===== src/sv/ccrss_pkg.sv =====
package ccrss_pkg;

  localparam int TABLE_ENTRIES_DEF = 16;

  localparam logic [1:0] OP_WRITE   = 2'd0;
  localparam logic [1:0] OP_SET_CUR = 2'd1;
  localparam logic [1:0] OP_REQUEST = 2'd2;

  localparam logic [1:0] RSN_GOV = 2'd0;
  localparam logic [1:0] RSN_WFI = 2'd1;
  localparam logic [1:0] RSN_PC  = 2'd2;

  localparam logic [2:0] K_ACK     = 3'd0;
  localparam logic [2:0] K_VDD     = 3'd1;
  localparam logic [2:0] K_BUS     = 3'd2;
  localparam logic [2:0] K_PLL_ON  = 3'd3;
  localparam logic [2:0] K_PROG    = 3'd4;
  localparam logic [2:0] K_PLL_OFF = 3'd5;
  localparam logic [2:0] K_FINISH  = 3'd6;

  localparam logic [2:0] ST_OK        = 3'd0;
  localparam logic [2:0] ST_UNKNOWN   = 3'd1;
  localparam logic [2:0] ST_VDD_FAIL  = 3'd2;
  localparam logic [2:0] ST_BUS_FAIL  = 3'd3;
  localparam logic [2:0] ST_UNINIT    = 3'd4;
  localparam logic [2:0] ST_BAD_ENTRY = 3'd5;

  localparam int VDD_BASE_MV   = 750;
  localparam int VDD_STEP_MV   = 25;
  localparam int VDD_MAX_STEPS = 'h3F;
  localparam int VDD_TAG       = 7;
  localparam int VDD_RECIP       = 1311;
  localparam int VDD_RECIP_SHIFT = 15;
  localparam logic [11:0] VDD_CLAMP_X = 12'((VDD_MAX_STEPS + 1) * VDD_STEP_MV);

  typedef struct packed {
    logic [1:0]         op;
    logic [3:0]         index;
    logic [20:0]        entry_rate_khz;
    logic signed [3:0]  entry_source;
    logic [2:0]         entry_mux_select;
    logic [3:0]         entry_divider;
    logic [17:0]        entry_bus_khz;
    logic [11:0]        entry_vdd_mv;
    logic [20:0]        target_rate_khz;
    logic [1:0]         reason;
    logic               vdd_fail;
    logic               bus_fail;
  } in_req_t;

  typedef struct packed {
    logic [2:0]  kind;
    logic [17:0] value;
    logic        mux_side;
    logic [2:0]  status;
    logic [20:0] current_rate_khz;
    logic        last;
  } out_res_t;

  typedef struct packed {
    logic [20:0]        rate;
    logic signed [3:0]  src;
    logic [2:0]         sel;
    logic [3:0]         div;
    logic [17:0]        bus;
    logic [11:0]        mv;
  } point_t;

  // Steps of 25 mV above 750 mV, clamped to 63, tagged with 0xE0.
  // Division by 25 uses a reciprocal that is exact below the clamp point.
  function automatic logic [7:0] vdd_word(input logic [11:0] mv);
    logic [11:0] x;
    logic [21:0] prod;
    logic [5:0]  steps;
    x     = mv - 12'(VDD_BASE_MV);
    prod  = 22'(x[10:0]) * 22'(VDD_RECIP);
    if (mv < 12'(VDD_BASE_MV)) begin
      steps = '0;
    end else if (x >= VDD_CLAMP_X) begin
      steps = 6'(VDD_MAX_STEPS);
    end else begin
      steps = prod[VDD_RECIP_SHIFT +: 6];
    end
    return {2'b00, steps} | {3'(VDD_TAG), 5'b00000};
  endfunction

endpackage


===== src/sv/ccrss_table.sv =====
module ccrss_table
  import ccrss_pkg::*;
#(
  parameter int TABLE_ENTRIES = TABLE_ENTRIES_DEF,
  localparam int AW = $clog2(TABLE_ENTRIES)
) (
  input  logic          clk,
  input  logic          rst_n,
  input  logic          wr_en,
  input  logic          rd_en,
  input  logic [AW-1:0] addr,
  input  point_t        wdata,
  output point_t        rdata
);

  point_t                   mem_r [TABLE_ENTRIES];
  logic [TABLE_ENTRIES-1:0] vld_r;
  point_t                   mem_q_r;
  logic                     vld_q_r;

  always_ff @(posedge clk) begin
    if (!rst_n) begin
      vld_r   <= '0;
      vld_q_r <= 1'b0;
    end else begin
      if (wr_en) begin
        vld_r[addr] <= 1'b1;
      end
      if (rd_en) begin
        vld_q_r <= vld_r[addr];
      end
    end
  end

  always_ff @(posedge clk) begin
    if (wr_en) begin
      mem_r[addr] <= wdata;
    end
    if (rd_en) begin
      mem_q_r <= mem_r[addr];
    end
  end

  // An entry never written since reset reads as all zero.
  assign rdata = vld_q_r ? mem_q_r : '0;

endmodule


===== src/sv/ccrss_ctrl.sv =====
module ccrss_ctrl
  import ccrss_pkg::*;
#(
  parameter int TABLE_ENTRIES = TABLE_ENTRIES_DEF,
  localparam int AW = $clog2(TABLE_ENTRIES)
) (
  input  logic          clk,
  input  logic          rst_n,
  input  logic          in_valid,
  output logic          in_ready,
  input  in_req_t       in_data,
  output logic          out_valid,
  input  logic          out_ready,
  output out_res_t      out_data,
  output logic          tbl_wr_en,
  output logic          tbl_rd_en,
  output logic [AW-1:0] tbl_addr,
  output point_t        tbl_wdata,
  input  point_t        tbl_rdata
);

  localparam logic [3:0] S_IDLE   = 4'd0;
  localparam logic [3:0] S_ONE    = 4'd1;
  localparam logic [3:0] S_SC_RD  = 4'd2;
  localparam logic [3:0] S_SC_CHK = 4'd3;
  localparam logic [3:0] S_RQ_ST  = 4'd4;
  localparam logic [3:0] S_RQ_STW = 4'd5;
  localparam logic [3:0] S_RQ_RD  = 4'd6;
  localparam logic [3:0] S_RQ_CHK = 4'd7;
  localparam logic [3:0] S_PLAN   = 4'd8;
  localparam logic [3:0] S_SEQ    = 4'd9;

  localparam logic [2:0] STEP_VUP  = 3'd0;
  localparam logic [2:0] STEP_BUP  = 3'd1;
  localparam logic [2:0] STEP_PON  = 3'd2;
  localparam logic [2:0] STEP_PROG = 3'd3;
  localparam logic [2:0] STEP_POFF = 3'd4;
  localparam logic [2:0] STEP_BDN  = 3'd5;
  localparam logic [2:0] STEP_VDN  = 3'd6;
  localparam logic [2:0] STEP_FIN  = 3'd7;

  localparam logic [AW-1:0] LAST_IDX = AW'(TABLE_ENTRIES - 1);

  logic [3:0]    state_r, state_nxt;
  in_req_t       req_r, req_nxt;
  logic [AW-1:0] idx_i_r, idx_i_nxt;
  logic [AW-1:0] cur_entry_r, cur_entry_nxt;
  logic          cur_valid_r, cur_valid_nxt;
  logic [20:0]   cur_rate_r, cur_rate_nxt;
  logic          mux_r, mux_nxt;
  logic [15:0]   shadow_r, shadow_nxt;
  point_t        st_r, st_nxt;
  point_t        tg_r, tg_nxt;
  logic [AW-1:0] found_r, found_nxt;
  logic [2:0]    step_r, step_nxt;
  logic [2:0]    fin_status_r, fin_status_nxt;
  logic [2:0]    one_kind_r, one_kind_nxt;
  logic [20:0]   step_rate_r, step_rate_nxt;
  logic [7:0]    vword_r, vword_nxt;
  logic          out_valid_r, out_valid_nxt;
  out_res_t      out_data_r, out_data_nxt;

  logic          in_acc;
  logic          emit_ok;
  logic          idx_ok;
  logic [AW-1:0] in_addr;
  logic [20:0]   cur_rate_out;
  logic          gov;
  logic          wfi;
  logic          vup;
  logic          bup;
  logic          src_diff;
  logic [7:0]    half_byte;
  logic [15:0]   ctl;
  logic          apply;
  logic          fail;
  logic [2:0]    fail_status;
  logic [2:0]    cmd_kind;
  logic [17:0]   cmd_value;
  logic          cmd_side;

  assign in_ready     = (state_r == S_IDLE);
  assign in_acc       = in_valid && in_ready;
  assign emit_ok      = !out_valid_r || out_ready;
  assign idx_ok       = int'(in_data.index) < TABLE_ENTRIES;
  assign in_addr      = AW'(in_data.index);
  assign cur_rate_out = cur_valid_r ? cur_rate_r : '0;
  assign gov          = (req_r.reason != RSN_WFI) && (req_r.reason != RSN_PC);
  assign wfi          = (req_r.reason == RSN_WFI);
  assign vup          = gov && (tg_r.mv > st_r.mv);
  assign bup          = tg_r.bus > st_r.bus;
  assign src_diff     = st_r.src != tg_r.src;
  assign half_byte    = {1'b0, tg_r.sel, tg_r.div};
  assign ctl          = mux_r ? {half_byte, shadow_r[7:0]} : {shadow_r[15:8], half_byte};

  assign out_valid = out_valid_r;
  assign out_data  = out_data_r;

  always_comb begin
    apply       = 1'b0;
    fail        = 1'b0;
    fail_status = ST_OK;
    cmd_kind    = K_FINISH;
    cmd_value   = '0;
    cmd_side    = 1'b0;
    unique case (step_r)
      STEP_VUP: begin
        apply       = vup;
        cmd_kind    = K_VDD;
        cmd_value   = 18'(vword_r);
        fail        = req_r.vdd_fail;
        fail_status = ST_VDD_FAIL;
      end
      STEP_BUP: begin
        apply       = bup;
        cmd_kind    = K_BUS;
        cmd_value   = tg_r.bus;
        fail        = req_r.bus_fail;
        fail_status = ST_BUS_FAIL;
      end
      STEP_PON: begin
        apply     = src_diff && !tg_r.src[3];
        cmd_kind  = K_PLL_ON;
        cmd_value = 18'(tg_r.src[2:0]);
      end
      STEP_PROG: begin
        apply     = 1'b1;
        cmd_kind  = K_PROG;
        cmd_value = 18'(ctl);
        cmd_side  = !mux_r;
      end
      STEP_POFF: begin
        apply     = !wfi && src_diff && !st_r.src[3];
        cmd_kind  = K_PLL_OFF;
        cmd_value = 18'(st_r.src[2:0]);
      end
      STEP_BDN: begin
        apply     = !wfi && (tg_r.bus < st_r.bus);
        cmd_kind  = K_BUS;
        cmd_value = tg_r.bus;
      end
      STEP_VDN: begin
        apply     = gov && (tg_r.mv < st_r.mv);
        cmd_kind  = K_VDD;
        cmd_value = 18'(vword_r);
      end
      default: begin
        apply = 1'b0;
      end
    endcase
  end

  always_comb begin
    state_nxt      = state_r;
    req_nxt        = req_r;
    idx_i_nxt      = idx_i_r;
    cur_entry_nxt  = cur_entry_r;
    cur_valid_nxt  = cur_valid_r;
    cur_rate_nxt   = cur_rate_r;
    mux_nxt        = mux_r;
    shadow_nxt     = shadow_r;
    st_nxt         = st_r;
    tg_nxt         = tg_r;
    found_nxt      = found_r;
    step_nxt       = step_r;
    fin_status_nxt = fin_status_r;
    one_kind_nxt   = one_kind_r;
    step_rate_nxt  = step_rate_r;
    vword_nxt      = vword_r;
    out_valid_nxt  = out_valid_r && !out_ready;
    out_data_nxt   = out_data_r;
    tbl_wr_en      = 1'b0;
    tbl_rd_en      = 1'b0;
    tbl_addr       = idx_i_r;
    tbl_wdata      = '{rate: in_data.entry_rate_khz, src: in_data.entry_source,
                       sel: in_data.entry_mux_select, div: in_data.entry_divider,
                       bus: in_data.entry_bus_khz, mv: in_data.entry_vdd_mv};

    unique case (state_r)
      S_IDLE: begin
        if (in_acc) begin
          req_nxt        = in_data;
          step_rate_nxt  = cur_rate_out;
          one_kind_nxt   = K_ACK;
          fin_status_nxt = ST_OK;
          idx_i_nxt      = '0;
          unique case (in_data.op)
            OP_WRITE: begin
              state_nxt = S_ONE;
              if (idx_ok) begin
                tbl_wr_en = 1'b1;
                tbl_addr  = in_addr;
                if (cur_valid_r && (cur_entry_r == in_addr)) begin
                  cur_rate_nxt  = in_data.entry_rate_khz;
                  step_rate_nxt = in_data.entry_rate_khz;
                end
              end else begin
                fin_status_nxt = ST_BAD_ENTRY;
              end
            end
            OP_SET_CUR: begin
              if (idx_ok) begin
                state_nxt = S_SC_RD;
              end else begin
                fin_status_nxt = ST_BAD_ENTRY;
                state_nxt      = S_ONE;
              end
            end
            OP_REQUEST: begin
              one_kind_nxt = K_FINISH;
              if (cur_valid_r) begin
                state_nxt = S_RQ_ST;
              end else begin
                fin_status_nxt = ST_UNINIT;
                state_nxt      = S_ONE;
              end
            end
            default: begin
              state_nxt = S_ONE;
            end
          endcase
        end
      end
      S_SC_RD: begin
        tbl_rd_en = 1'b1;
        state_nxt = S_SC_CHK;
      end
      S_SC_CHK: begin
        if (tbl_rdata.rate == '0) begin
          fin_status_nxt = ST_BAD_ENTRY;
          state_nxt      = S_ONE;
        end else if (idx_i_r == AW'(req_r.index)) begin
          cur_entry_nxt = idx_i_r;
          cur_valid_nxt = 1'b1;
          cur_rate_nxt  = tbl_rdata.rate;
          step_rate_nxt = tbl_rdata.rate;
          state_nxt     = S_ONE;
        end else begin
          idx_i_nxt = idx_i_r + 1'b1;
          state_nxt = S_SC_RD;
        end
      end
      S_RQ_ST: begin
        tbl_rd_en = 1'b1;
        tbl_addr  = cur_entry_r;
        state_nxt = S_RQ_STW;
      end
      S_RQ_STW: begin
        st_nxt = tbl_rdata;
        if (req_r.target_rate_khz == tbl_rdata.rate) begin
          state_nxt = S_ONE;
        end else begin
          state_nxt = S_RQ_RD;
        end
      end
      S_RQ_RD: begin
        tbl_rd_en = 1'b1;
        state_nxt = S_RQ_CHK;
      end
      S_RQ_CHK: begin
        if (tbl_rdata.rate == '0) begin
          fin_status_nxt = ST_UNKNOWN;
          state_nxt      = S_ONE;
        end else if (tbl_rdata.rate == req_r.target_rate_khz) begin
          tg_nxt    = tbl_rdata;
          found_nxt = idx_i_r;
          state_nxt = S_PLAN;
        end else if (idx_i_r == LAST_IDX) begin
          fin_status_nxt = ST_UNKNOWN;
          state_nxt      = S_ONE;
        end else begin
          idx_i_nxt = idx_i_r + 1'b1;
          state_nxt = S_RQ_RD;
        end
      end
      S_PLAN: begin
        vword_nxt = vdd_word(tg_r.mv);
        if ((vup && req_r.vdd_fail) || (bup && req_r.bus_fail)) begin
          step_rate_nxt = cur_rate_out;
        end else begin
          step_rate_nxt = tg_r.rate;
        end
        step_nxt  = STEP_VUP;
        state_nxt = S_SEQ;
      end
      S_SEQ: begin
        if (step_r == STEP_FIN) begin
          state_nxt = S_ONE;
        end else if (!apply) begin
          step_nxt = step_r + 1'b1;
        end else if (emit_ok) begin
          out_valid_nxt = 1'b1;
          out_data_nxt  = '{kind: cmd_kind, value: cmd_value, mux_side: cmd_side,
                            status: ST_OK, current_rate_khz: step_rate_r, last: 1'b0};
          if (fail) begin
            fin_status_nxt = fail_status;
            step_nxt       = STEP_FIN;
          end else if ((step_r == STEP_PROG) && wfi) begin
            step_nxt = STEP_FIN;
          end else begin
            step_nxt = step_r + 1'b1;
          end
          if (step_r == STEP_PROG) begin
            shadow_nxt    = ctl;
            mux_nxt       = !mux_r;
            cur_entry_nxt = found_r;
            cur_rate_nxt  = tg_r.rate;
          end
        end
      end
      S_ONE: begin
        if (emit_ok) begin
          out_valid_nxt = 1'b1;
          out_data_nxt  = '{kind: one_kind_r, value: '0, mux_side: 1'b0,
                            status: fin_status_r, current_rate_khz: step_rate_r,
                            last: 1'b1};
          state_nxt     = S_IDLE;
        end
      end
      default: begin
        state_nxt = S_IDLE;
      end
    endcase
  end

  always_ff @(posedge clk) begin
    if (!rst_n) begin
      state_r      <= S_IDLE;
      cur_entry_r  <= '0;
      cur_valid_r  <= 1'b0;
      cur_rate_r   <= '0;
      mux_r        <= 1'b0;
      shadow_r     <= '0;
      step_r       <= STEP_VUP;
      out_valid_r  <= 1'b0;
    end else begin
      state_r      <= state_nxt;
      cur_entry_r  <= cur_entry_nxt;
      cur_valid_r  <= cur_valid_nxt;
      cur_rate_r   <= cur_rate_nxt;
      mux_r        <= mux_nxt;
      shadow_r     <= shadow_nxt;
      step_r       <= step_nxt;
      out_valid_r  <= out_valid_nxt;
    end
  end

  always_ff @(posedge clk) begin
    req_r        <= req_nxt;
    idx_i_r      <= idx_i_nxt;
    st_r         <= st_nxt;
    tg_r         <= tg_nxt;
    found_r      <= found_nxt;
    fin_status_r <= fin_status_nxt;
    one_kind_r   <= one_kind_nxt;
    step_rate_r  <= step_rate_nxt;
    vword_r      <= vword_nxt;
    out_data_r   <= out_data_nxt;
  end

endmodule


===== src/sv/cpu_clock_rate_switch_sequencer_core.sv =====
// Rate-switch sequencer for a core clock. The operating-point table lives in a
// single-port synchronous memory with per-entry valid bits, so it reads as all
// zero right after reset with no clearing pass. One request is handled at a time
// and in_ready is high only between requests; results leave through an output
// register, so the next request is taken while the final result still waits.
// A table write is taken in S_IDLE and its ack leaves from S_ONE through the
// output register. Setting the current entry scans the table from entry 0,
// each entry through a read state and a check state. A rate request reads the
// current entry and then searches the table from entry 0 the same way, followed
// by a planning state and the command steps of the sequence state, where a
// command waits while the result side stalls.
module cpu_clock_rate_switch_sequencer_core
  import ccrss_pkg::*;
#(
  parameter int TABLE_ENTRIES = TABLE_ENTRIES_DEF
) (
  input  logic     clk,
  input  logic     rst_n,
  input  logic     in_valid,
  output logic     in_ready,
  input  in_req_t  in_data,
  output logic     out_valid,
  input  logic     out_ready,
  output out_res_t out_data
);

  localparam int AW = $clog2(TABLE_ENTRIES);

  logic          tbl_wr_en;
  logic          tbl_rd_en;
  logic [AW-1:0] tbl_addr;
  point_t        tbl_wdata;
  point_t        tbl_rdata;

  ccrss_table #(
    .TABLE_ENTRIES(TABLE_ENTRIES)
  ) u_table (
    .clk  (clk),
    .rst_n(rst_n),
    .wr_en(tbl_wr_en),
    .rd_en(tbl_rd_en),
    .addr (tbl_addr),
    .wdata(tbl_wdata),
    .rdata(tbl_rdata)
  );

  ccrss_ctrl #(
    .TABLE_ENTRIES(TABLE_ENTRIES)
  ) u_ctrl (
    .clk      (clk),
    .rst_n    (rst_n),
    .in_valid (in_valid),
    .in_ready (in_ready),
    .in_data  (in_data),
    .out_valid(out_valid),
    .out_ready(out_ready),
    .out_data (out_data),
    .tbl_wr_en(tbl_wr_en),
    .tbl_rd_en(tbl_rd_en),
    .tbl_addr (tbl_addr),
    .tbl_wdata(tbl_wdata),
    .tbl_rdata(tbl_rdata)
  );

endmodule


===== config.mk =====
export PLATFORM = sky130hd
export DESIGN_NAME = cpu_clock_rate_switch_sequencer_core
export DESIGN_NICKNAME = d
export VERILOG_FILES = /design/src/sv/ccrss_pkg.sv /design/src/sv/ccrss_table.sv /design/src/sv/ccrss_ctrl.sv /design/src/sv/cpu_clock_rate_switch_sequencer_core.sv
export SDC_FILE = /design/constraint.sdc
export NUM_CORES = 2
export LEC_CHECK = 0
export BUFFER_PORTS_ARGS = -buffer_cell sky130_fd_sc_hd__buf_2
export CAP_MARGIN = 20
export CORE_ASPECT_RATIO = 1.4
export CORE_UTILIZATION = 60
export DETAILED_ROUTE_END_ITERATION = 10
export PLACE_DENSITY = 0.75
export SLEW_MARGIN = 10
export SYNTH_ARGS = -nofsm -noshare
export SYNTH_HDL_FRONTEND = slang
export SYNTH_SLANG_ARGS = --single-unit

===== constraint.sdc =====
create_clock -name clk -period 12 [get_ports clk]
set_input_delay 0.6 -clock clk [delete_from_list [all_inputs] [get_ports clk]]
set_output_delay 0.6 -clock clk [all_outputs]
set_load 0.02 [all_outputs]

==> flow_summary.toml <==
[global_route]
pin_count_of_the_biggest_net_entering_global_routing = 139
first_global_vias = 30376
grt_use_total_pct = 24.5
grt_pass1_wl_mm = 181
grt_antenna_before_repair = 19
global_route.overflow_total = 0

[pwr]
total_leakage_power_nw = 24.8
power.density_cell_area_nw_per_um2 = 149
power.ir.vdd_worst_v = 0.000143

[drt]
wirelength_mm = 119
detail_route.iter0.violations = 2324
route.detailed.drc = 0
wl_per_cell_um = 23.5
drt_first_pass_iters = 6
vias = 30478
drt-vias-per-instance = 6.03
drtAntennaViolNets = 0

[clock_tree]
clk-insertion-delay-late_ns = 0.74
cts_root_buffer = "sky130_fd_sc_hd__clkbuf_16"
htree_num_levels = 3
clkSlewWorstSetupHoldPaths_ns = 0.07
cts_inserted_buffers = 119
deepest_clock_path_buffer_count = 3
tritoncts = "done"
tritoncts_num_sinks = 1332

[flow_run]
max_capacitance_violation_total = 0

[final_layout]
final_cell_count_no_fill = 5053
filler_cell_count = 6456
share_of_final_layout_standard_cells_stronger_than_drive_strength_1_pct = 11.7
area_used_by_sequential_logic_in_the_layout_um2 = 39300
final_net_count = 3970
synthToLayoutAreaGrowth_pct = 9.97
multi_input_comb_area_um2 = 17000

[synthesis]
synth.lib_cells_used.distinct = 79
synth_async_sr_flop_share_pct = 0
synth_top_cell_area_share_pct = 65.7
post-synth-top-area-cell = "sky130_fd_sc_hd__edfxtp_1"
synth_seq_cells = 1332
share_of_synthesized_cell_area_in_full_adder_half_adder_and_majority_cells_pct = 3.69
mappedNetlistNets = 3807
synth-compound-area-share_pct = 3.63
synth.avg_cell_area_um2 = 16.2
combinational_family_with_the_most_area_after_synthesis = "multiplexers"
mappedNetlistArea_um2 = 57800
synth_warnings = 0
number_of_flops_mapped_to_enable_cells_by_yosys = 1264
cells_taking_the_most_area_after_synthesis = "sky130_fd_sc_hd__edfxtp_1 (66%), sky130_fd_sc_hd__mux2i_1 (17%), sky130_fd_sc_hd__ha_1 (2.6%), sky130_fd_sc_hd__dfxtp_1 (2.4%), sky130_fd_sc_hd__fa_1 (1.1%)"
synth_simple_gate_area_share_pct = 3.75
synthMuxAreaShare_pct = 17.4
synth_top_flop_cell = "sky130_fd_sc_hd__edfxtp_1"
seq_area_frac_synth_pct = 68.1
synth-xor-area-share_pct = 0.697
synthCells = 3558

[setup_path]
worst-setup-path-type = "register to register"
cp_data_required_time_ns = 12.44
start_kind = "register"
timing.critical_path.arrival_ns = 6.61
crit_path_max_fanout = 8
crit_path_end_kind = "register"

[floorplanning]
chipHeight_um = 369
die-area_um2 = 97500
floorplan.io_pins = 146
chipWidth_um = 264
initial_utilization_pct = 60.6
fp-row-count = 134
fp.coreArea_um2 = 95400

[placement]
dpl.hpwl_mm = 70.0
numPlacedInstances = 4817
detailedPlace.worstSlack_ns = 5.85
gpl.final_weighted_congestion = 0.868
io_buffer_count = 145

[sta]
final.setup.tns_ns = 0
maxSlewViolCount = 0
final_layout_worst_hold_slack_ns = 0.0473
layout_min_cycle_time_ns = 6.17
finalSetupViolations = 0
tightestPinTransition_ns = 1.06
rsz0062_at_grt = "no"
fin_crit_sh_pct = 51.4
worst_slew_margin_rel_pct = 27.7
worst_clk_skew_ns = 0.0325
fin_ws_ns = 5.83
hold_violations = 0
max_freq_ghz = 0.162

[status]
outcome = "finished clean"

[hold_path]
holdCritPathClass = "input pin to register"
[flip-flops by register name (all words and copies together), names as in the netlist, 21 cells and up]
signal,flops
u_ctrl.st_r,34
u_ctrl.out_data,47
u_ctrl.cur_rate_r,21
u_ctrl.step_rate_r,21
u_ctrl.tg_r,55
u_ctrl.req_r,29
u_table.mem_q_r,62
u_table.mem_r,992
[report_power, final]
group | leakage, nW | switching [mW] | internal, mW | total (mW)
Combinational | 10.9 | 0.389 | 0.249 | 0.638
Clock | 1.84 | 1.63 | 2.05 | 3.68
Sequential | 12.1 | 0.0267 | 5.14 | 5.17
Total | 24.8 | 2.05 | 7.44 | 9.49
[synthesized netlist by cell type, drive strengths merged (4+ instances only)]
cell type  instances
o21bai             4
nor3b              4
mux2              24
o22ai             11
ha               121
a22o              11
edfxtp          1264
and3              15
o21ai             40
nor2b             11
a222oi            22
nand3b            12
or3                6
xor2              23
or2                5
mux2i            973
nand2b             7
a211oi            32
a221oi             5
clkbuf            62
nand4             11
a32oi              4
and4               4
a31oi             16
nor2             132
o21a              15
and2              67
o211ai             9
nor4              11
o221ai            20
nor3              25
a21oi             56
buf              109
nand2            104
nand3             14
a21o              10
dfxtp             68
inv              135
xnor2             23
fa                31
[placed cells by master, fill, tap and decap left out, types with 15 or more instances in the layout]
master	count
sky130_fd_sc_hd__mux2_2	24
sky130_fd_sc_hd__nor3_1	15
sky130_fd_sc_hd__clkbuf_1	32
sky130_fd_sc_hd__o21a_1	15
sky130_fd_sc_hd__xnor2_1	23
sky130_fd_sc_hd__a211oi_1	27
sky130_fd_sc_hd__nand2_1	104
sky130_fd_sc_hd__edfxtp_1	1264
sky130_fd_sc_hd__and3_1	15
sky130_fd_sc_hd__and2_1	67
sky130_fd_sc_hd__xor2_1	23
sky130_fd_sc_hd__clkinv_1	25
sky130_fd_sc_hd__o221ai_1	20
sky130_fd_sc_hd__a21oi_1	56
sky130_fd_sc_hd__clkinv_2	19
sky130_fd_sc_hd__mux2i_1	973
sky130_fd_sc_hd__o21ai_0	39
sky130_fd_sc_hd__buf_2	145
sky130_fd_sc_hd__dfxtp_1	67
sky130_fd_sc_hd__clkbuf_16	121
sky130_fd_sc_hd__a222oi_1	22
sky130_fd_sc_hd__inv_1	134
sky130_fd_sc_hd__fa_1	31
sky130_fd_sc_hd__nor2_1	123
sky130_fd_sc_hd__ha_1	121
sky130_fd_sc_hd__buf_4	56
[final timing paths]
check | from | end | slack (ns) | cells past startpoint
setup reg to reg | u_ctrl.tg_r[1] | u_ctrl.vword_r[4] | 5.83 | 18
hold / removal | in_data[4] | u_ctrl.req_r[4] | 0.05 | 1
setup / recovery | u_ctrl.tg_r[1] | u_ctrl.vword_r[4] | 5.83 | 18
hold reg to reg | u_ctrl.step_rate_r[20] | u_ctrl.out_data[21] | 0.42 | 0
[area by class of cell]
cell class,count,area share [%]
sequential,1332,61.9
multi-input combinational,1920,26.8
clock buffer,156,5.02
tap,1224,2.41
timing repair buffer,213,2.11
clock inverter,67,0.943
inverter,135,0.798
antenna,6,0.0236
[routing by layer]
layer	track usage [%]	vias to the layer above	wire, um
li1	-	13989	-
met2	42.1	923	59600
met4	6.74	18	2320
met3	3.97	199	6750
met5	0	-	97
met1	32.3	15349	50000
[stage by stage]
step           instance area, um2  util, %  power (mW)
3_3_place_gp                59600     62.5        5.89
4_1_cts                     63500     66.5        9.55
6_report                    63500     66.6        9.49
2_1_floorplan               57800        -        5.72
5_1_grt                     63500     66.6        9.76
3_5_place_dp                59600     62.5        5.91
[logic make-up (layout without fill, tap and decap cells)]
group	count (synthesis)	in the layout
flip-flops	1332	1332
multiplexers	998	998
AND/OR/NAND/NOR	436	436
buffers and inverters	306	571
AO/OA/AOI/OAI	288	288
adder cells (fa/ha/maj)	152	152
XOR/XNOR	46	46
other	0	6
[critical path, cell delays in order, from the launching register on]
cell	delay, ns
sky130_fd_sc_hd__edfxtp_1	0.52
sky130_fd_sc_hd__and3_1	0.28
sky130_fd_sc_hd__o2111a_1	0.27
sky130_fd_sc_hd__o21ai_0	0.40
sky130_fd_sc_hd__xor2_1	0.66
sky130_fd_sc_hd__fa_1	0.52
sky130_fd_sc_hd__ha_1	0.29
sky130_fd_sc_hd__inv_1	0.05
sky130_fd_sc_hd__fa_1	0.54
sky130_fd_sc_hd__fa_1	0.42
sky130_fd_sc_hd__fa_1	0.49
sky130_fd_sc_hd__inv_1	0.04
sky130_fd_sc_hd__ha_1	0.30
sky130_fd_sc_hd__and3_1	0.23
sky130_fd_sc_hd__and3_1	0.17
sky130_fd_sc_hd__o211ai_1	0.13
sky130_fd_sc_hd__a311oi_1	0.35
sky130_fd_sc_hd__or3_1	0.16
sky130_fd_sc_hd__a31oi_1	0.07
[repair_timing]
item | 4_1_cts | 5_1_grt
hold buffers | 5 | 0
gates resized for setup | 0 | 0
hold endpoints to repair | 5 | 0
setup buffers | 0 | 0
No activity file was read; power rests on OpenSTA's default activity.
